==> src/hw/rtl/handle_table_macros.svh <==
// Assertion macros shared by the handle table RTL.
`ifndef HANDLE_TABLE_MACROS_SVH
`define HANDLE_TABLE_MACROS_SVH

// Checks a property on every rising edge of clk while arst_n is high.
`define HT_ASSERT(lbl, prop, msg) \
	lbl: assert property (@(posedge clk) disable iff (!arst_n) (prop)) else $error(msg);

// Checks that a condition never holds on a rising edge of clk.
`define HT_NEVER(lbl, cond, msg) \
	lbl: assert property (@(posedge clk) disable iff (!arst_n) !(cond)) else $error(msg);

`endif

==> src/hw/rtl/ht_pkg.sv <==
// Package with the constants and control types of the handle table.
package ht_pkg;

	localparam int DEFAULT_TABLE_DEPTH = 256;

	localparam logic [31:0] FIRST_HANDLE = 32'h0000_1000;
	localparam logic [31:0] LAST_HANDLE  = 32'hFFFF_FFFF;

	localparam logic [1:0] OP_CREATE = 2'd0;
	localparam logic [1:0] OP_LOOKUP = 2'd1;
	localparam logic [1:0] OP_CLOSE  = 2'd2;

	typedef struct packed {
		logic clear;
		logic load;
		logic scan;
		logic finish;
		logic emit;
	} ht_cmd_t;

	typedef struct packed {
		logic clear_last;
		logic skip;
		logic hit;
		logic scan_end;
		logic out_free;
	} ht_sts_t;

endpackage

==> src/hw/rtl/ht_ctrl.sv <==
// Controller state machine of the handle table.
module ht_ctrl import ht_pkg::*; (
	input  logic    clk,
	input  logic    arst_n,
	input  logic    s_tvalid,
	output logic    s_tready,
	input  ht_sts_t sts,
	output ht_cmd_t cmd
);

	typedef enum logic [1:0] {
		ST_CLEAR,
		ST_IDLE,
		ST_SCAN,
		ST_DONE
	} state_t;

	state_t state_q;

	assign s_tready = (state_q == ST_IDLE);

	always_comb begin
		cmd = '0;
		case (state_q)
			ST_CLEAR: begin
				cmd.clear = 1'b1;
			end
			ST_IDLE: begin
				cmd.load = s_tvalid;
			end
			ST_SCAN: begin
				cmd.scan   = 1'b1;
				cmd.finish = sts.skip || sts.hit || sts.scan_end;
			end
			ST_DONE: begin
				cmd.emit = sts.out_free;
			end
			default: begin
				cmd = '0;
			end
		endcase
	end

	always_ff @(posedge clk or negedge arst_n) begin
		if (!arst_n) begin
			state_q <= ST_CLEAR;
		end else begin
			case (state_q)
				ST_CLEAR: begin
					if (sts.clear_last) state_q <= ST_IDLE;
				end
				ST_IDLE: begin
					if (s_tvalid) state_q <= ST_SCAN;
				end
				ST_SCAN: begin
					if (cmd.finish) state_q <= ST_DONE;
				end
				ST_DONE: begin
					if (sts.out_free) state_q <= ST_IDLE;
				end
				default: begin
					state_q <= ST_CLEAR;
				end
			endcase
		end
	end

endmodule

==> config.mk <==
export PLATFORM = sky130hd
export DESIGN_NAME = ht_ctrl
export DESIGN_NICKNAME = d
export VERILOG_FILES = /design/src/hw/rtl/handle_table_macros.svh /design/src/hw/rtl/ht_pkg.sv /design/src/hw/rtl/ht_ctrl.sv
export SDC_FILE = /design/constraint.sdc
export NUM_CORES = 1
export LEC_CHECK = 0
export CORE_AREA = 2 2 39 41
export CTS_BUF_LIST = sky130_fd_sc_hd__clkbuf_2 sky130_fd_sc_hd__clkbuf_4 sky130_fd_sc_hd__clkbuf_8
export CTS_CLUSTER_DIAMETER = 120
export CTS_CLUSTER_SIZE = 25
export DETAILED_ROUTE_END_ITERATION = 8
export DIE_AREA = 0 0 41 43
export DONT_BUFFER_PORTS = 1
export GPL_ROUTABILITY_DRIVEN = 0
export HOLD_SLACK_MARGIN = 0.06
export SYNTH_ARGS = -nofsm -noshare
export SYNTH_HDL_FRONTEND = slang
export SYNTH_SLANG_ARGS = --single-unit
export TNS_END_PERCENT = 10
==> constraint.sdc <==
create_clock -name clk -period 2.2 [get_ports clk]
set_clock_uncertainty 0.05 [all_clocks]
set_input_delay 0.22 -clock clk [delete_from_list [all_inputs] [get_ports clk]]
set_output_delay 0.22 -clock clk [all_outputs]
set_load 0.02 [all_outputs]
==> metrics, run 1 <==
outcome=complete, no violations; Mapped Cells=19; critical path peak fanout=4; post-synthesis simple-gate area fraction=24.2%; Layout area overhead=23.1%; worst path arrival time=1860 ps; Post-Synth Adder-Cell Area=27.5%; commonest cells after routing, fill and taps aside=5 x ha_1, 3 x nor2b_1, 3 x clkbuf_4; main combinational cell family by area after synthesis=adder cells; CP Launch Type=register; Worst Hold Class=input port to async pin; Largest register FFs=2; nets=38; Max Transition Viols Final=0; commonest non-fill, non-tap cell in the layout=ha_1; Power Density=1480 nW/um^2; Hold Fails Final Rpt=0; setup_tns=0 ps; Crit path max-delay family=flip-flops; worst slew pin tran=395 ps; CTS H-tree depth=1; initial antenna violation count=0; combinational share of power=62.8%; Buf/Inv on CP=1; biggest regs=state_q: 2 flops; area of the core=1380 sq um; dominant cells by area after synthesis=ha_1 27%, dfrtp_1 22%, a2111oi_4 12%; cell chain of the critical path=inv_1 -> ha_1 -> nor2b_4 -> a2111oi_4 -> mux2_4; largest net degree at the start of global routing=5; Post-Syn Nets=32; Largest stage delay, worst path=380 ps; complex-gate fraction of the synthesized area=12.1%; Antenna Nets Post-Route=0; RR Startpoint=state_q[0]; Setup Viol. Count Final=0; Site Rows=14; Synth Area per Inst=12.0 sq um; Tmin final=1810 ps; Max Clk Rate=553 MHz; Largest Register=state_q; dpl cell area=248 sq um; All-Layer GR Usage=6.83%; Final Instance Area=280 sq um; Num CTS Buffers=3; Synth top area share=27.5%; total gr overflow=0; Initial DRT Pass Iterations=2; Slowest-stage cell, CP=dfrtp_1; worst setup margin=391 ps; Final period util=82.2%; Peak VDD IR=0.000337 V; Reg2Reg Setup Slack=390 ps; drc violations=0; CTS root buffer=clkbuf_4; Yosys top cell by area=ha_1; antenna cells=0; post-synthesis cell area=228 sq um; Routed WL=368 um; Psw=180 uW; Leakage=0.131 nW; CTS max path bufs=2; first-pass GRT wire length=690 um; Die W=41 um; synthesis warning total=0; layout cells sized above 1=30.4%; mux cell area share after synthesis=11.0%; Detailed Route Iter0 Violations=1; Reg2Reg Depth=5; CTS tree=built; clock sink count=2; Vias/cell=3.82; Synth Register Bits=2; unrepaired setup endpoints after global routing=false; IO Port Bufs=0; Sw Share=43.5%; post_cts resized=0; CP Launch Point=state_q[0]; xor/xnor share of the synthesized area=0%; Die Y=43 um; Max transition margin=73.6%; Clock Pin Slew Worst Setup and Hold Paths=30 ps; Die ar.=1760 sq um; via count=149; Synth cell types=10; max cap viols=0; Initial Util=16.5%; Critical Path RT=2250 ps; crit end category=register; Worst-Skew Late Latency=220 ps; critical setup path kind=register to register; WL/cell=9.44 um; internal power=234 uW; sequential power share=18.4%; IO Count=14; number of global-route vias before repair=172; pre-CTS setup slack=379 ps; sequential cell area fraction in the yosys report=22.0%; r2r endpoint=state_q[1]; Clk pwr share=18.8%
-- worst register-to-register path: stages, from the launching register on --
cell,delay [ps]
dfrtp_1,380
inv_1,90
ha_1,290
nor2b_4,170
a2111oi_4,380
mux2_4,330
-- power by group through the flow --
| stage | Combinational (mW) | Clock [mW] | Sequential, mW |
|---|---|---|---|
| 5_1_grt | 0.296 | 0.0957 | 0.0785 |
| 6_report | 0.260 | 0.0779 | 0.0764 |
| 4_1_cts | 0.268 | 0.0834 | 0.0767 |
| 3_5_place_dp | 0.263 | 0 | 0.0772 |
| 2_1_floorplan | 0.235 | 0 | 0.0730 |
| 3_3_place_gp | 0.264 | 0 | 0.0761 |
-- layer usage --
layer	vias to the layer above	global-route usage, %	part of all wire [%]
met5	-	0	0
met4	0	8.00	0
met3	0	6.81	17
met2	9	7.81	48
met1	67	5.79	35
li1	73	-	-
-- logic make-up (layout without fill, tap and decap cells) --
group                    count (synthesis)  count (layout)
AO/OA/AOI/OAI                            1               1
buffers and inverters                    2               6
flip-flops                               2               2
multiplexers                             2               2
adder cells (fa/ha/maj)                  5               5
AND/OR/NAND/NOR                          7               7
-- worst max path at each step --
stage | to | slack [ps] | cells past startpoint
finish | state_q[1] | 390 | 5
global route | state_q[1] | 280 | 5
CTS | state_q[1] | 370 | 5
detailed placement | state_q[1] | 380 | 5
global placement | state_q[1] | 390 | 5
floorplan | state_q[1] | 450 | 5
-- Yosys cell counts --
| cell type | n |
|---|---|
| a2111oi_4 | 1 |
| and2_1 | 2 |
| dfrtp_1 | 2 |
| ha_1 | 5 |
| inv_1 | 2 |
| mux2_4 | 1 |
| mux2i_1 | 1 |
| nor2b_1 | 3 |
| nor2b_4 | 1 |
| nor3_2 | 1 |
-- final cells by class --
| class | count | area [sq um] |
|---|---|---|
| clock buffers | 3 | 22.5 |
| fillers | 155 | 1100 |
| multi-input cells | 15 | 170 |
| well taps | 16 | 20.0 |
| repair buffers | 1 | 10.0 |
| flip-flops and latches | 2 | 50.0 |
| inverters | 2 | 7.51 |
-- metrics by stage --
stage / utilization (%) / instances / power (mW) / hold WS [ps]
global placement: 17.9 / 35 / 0.340 / -126
global route: 20.3 / 39 / 0.470 / 165
floorplan: - / 19 / 0.308 / -126
detailed placement: 17.9 / 35 / 0.340 / -125
finish: 20.3 / 39 / 0.415 / 186
CTS: 20.3 / 39 / 0.428 / 179
-- what timing repair did --
action | CTS | global route
hold buffers | 1 | 0
hold endpoints to repair | 2 | 0
buffers inserted | 0 | 0
Note: power is estimated with default switching activity, not from simulation.
==> run 2, diff against run 1 <==
Clock period 2.2 ns to 1.53 ns, I/O delays scaled along.
==> metrics, run 2 (synthesized netlist as in run 1, its figures left out) <==
Worst Hold Class=input port to async pin; Layout fillers=143 (-7.7%); Tmin final=1650 ps (-159 ps); CTS H-tree depth=1 (unchanged); worst path arrival time=1700 ps (-160 ps); Hold Fails Final Rpt=0 (unchanged); unrepaired setup endpoints after global routing=true; nets=49 (+29%); dpl cell area=320 sq um (+29%); setup_tns=-250 ps (-250 ps); Peak VDD IR=0.000806 V (+140%); CP Launch Point=state_q[1]; Site Rows=14 (unchanged); Num CTS Buffers=3 (unchanged); r2r endpoint=state_q[1]; Die ar.=1760 sq um (unchanged); routed wl met2=332 um (+88%); Setup Viol. Count Final=3 (+3); placed cells=42 (+20%); Largest register FFs=2 (unchanged); commonest non-fill, non-tap cell in the layout=buf_4; DR top layer=met3; largest net degree at the start of global routing=5 (unchanged); antenna cells=0 (unchanged); outcome=finished, violations left; Sw Share=39.4% (-4.1 points); Fin Hold WS=112 ps (-73.7 ps); clock sink count=2 (unchanged); Clock Pin Slew Worst Setup and Hold Paths=30 ps (about the same); CTS root buffer=clkbuf_4; CTS max path bufs=2 (unchanged); number of global-route vias before repair=240 (+40%); Max Clk Rate=606 MHz (+9.6%); wl on met1=181 um (+40%); Initial Util=16.5% (unchanged); Max Transition Viols Final=0 (unchanged); critical path peak fanout=4 (unchanged); CTS tree=built; Routed WL=565 um (+54%); Detailed Route Iter0 Violations=3 (+2); CP Launch Type=register; Initial DRT Pass Iterations=2 (unchanged); Critical Path RT=1580 ps (-670 ps); sequential power share=12.1% (-6.3 points); Final period util=108% (+26 points); IO Port Bufs=0 (unchanged); crit end category=register; Layout area overhead=84.1%; Worst-Skew Late Latency=220 ps (about the same); Reg2Reg Depth=5 (unchanged); first-pass GRT wire length=979 um (+42%); RR Startpoint=state_q[1]; commonest cells after routing, fill and taps aside=9 x buf_4, 3 x ha_4, 3 x clkbuf_4; initial antenna violation count=0 (unchanged); IO Count=14 (unchanged); Clk pwr share=12.4% (-6.4 points); WL/cell=11.3 um (+20%); Antenna Nets Post-Route=0 (unchanged); Final Instance Area=419 sq um (+50%); Power Density=2200 nW/um^2 (+49%); critical setup path kind=register to register; Final Non-Filler Cells=50 (+28%); total gr overflow=0 (unchanged); worst slew pin tran=313 ps (-81.5 ps); drc violations=0 (unchanged); layout cells sized above 1=76.5% (+46 points); Reg2Reg Setup Slack=-120 ps (-510 ps); area of the core=1380 sq um (unchanged); Max transition margin=79.1% (+5.5 points); Leakage=0.187 nW (+43%); biggest regs=state_q: 2 flops; critical path endpoint=state_q[1]; failing checks=negative setup slack; Die Y=43 um (unchanged); Largest Register=state_q; via count=194 (+30%); All-Layer GR Usage=9.15% (+2.3 points); internal power=559 uW (+140%); Psw=363 uW (+100%); Die W=41 um (unchanged); Vias/cell=3.88 (+1.6%); metal3 WL=51 um (-16%); combinational share of power=75.5% (+13 points); worst setup margin=-120 ps (-511 ps); max cap viols=0 (unchanged)
-- run 2: changes by cell type in the layout (fill, tap and decap cells not counted), sizes merged --
cell / change
buf: +11
-- run 2: worst min-delay path by stage --
| stage | depth (start not counted) | startpoint | slack [ps] | to |
|---|---|---|---|---|
| after floorplan | 0 | arst_n | -190 | state_q[0] |
| after global placement | 0 | arst_n | -190 | state_q[1] |
| after detailed placement | 0 | arst_n | -190 | state_q[1] |
| after CTS | 1 | arst_n | 100 | state_q[0] |
| after global routing | 1 | arst_n | 110 | state_q[0] |
| final | 1 | arst_n | 110 | state_q[0] |
-- run 2: critical path, stage by stage (launching register included) --
cell,delay [ps]
dfrtp_1,400
inv_2,90
ha_4,170
nor2b_4,120
a2111oi_4,360
mux2_4,340
-- run 2: final cells by class --
cell class	instances	area (sq um)	area share [%]
inverter	2	7.51	1.79
sequential	2	50.0	11.9
timing repair buffer	12	100	23.9
tap	16	20.0	4.78
multi-input combinational	15	219	52.2
clock buffer	3	22.5	5.37
-- run 2: timing repair --
action,4_1_cts,5_1_grt
gates cloned,0,0
pin swaps,1,0
resized for setup,7,1
hold endpoints to repair,2,0
hold buffers,1,0
buffers inserted,3,1
setup endpoints to repair,3,4
-- run 2: through the flow --
stage	power (mW)	setup slack, ps	utilization (%)
after floorplan	0.487	-79.4	-
after global placement	0.624	-120	23.1
after detailed placement	0.645	-157	23.1
after CTS	0.904	-109	29.7
after global routing	1.02	-199	30.3
final	0.922	-120	30.3
-- run 2: layer usage --
layer  GRT usage (%)  vias up
li1                -       93
met1            7.10       88
met2            15.9       13
met3            4.71        0
met4            6.00        0
met5               0        -
-- run 2: power groups by stage --
stage	combinational (mW)	clock [mW]	sequential [mW]
after floorplan	0.372	0	0.115
after global placement	0.505	0	0.119
after detailed placement	0.526	0	0.119
after CTS	0.674	0.122	0.108
after global routing	0.772	0.132	0.116
final	0.696	0.114	0.111
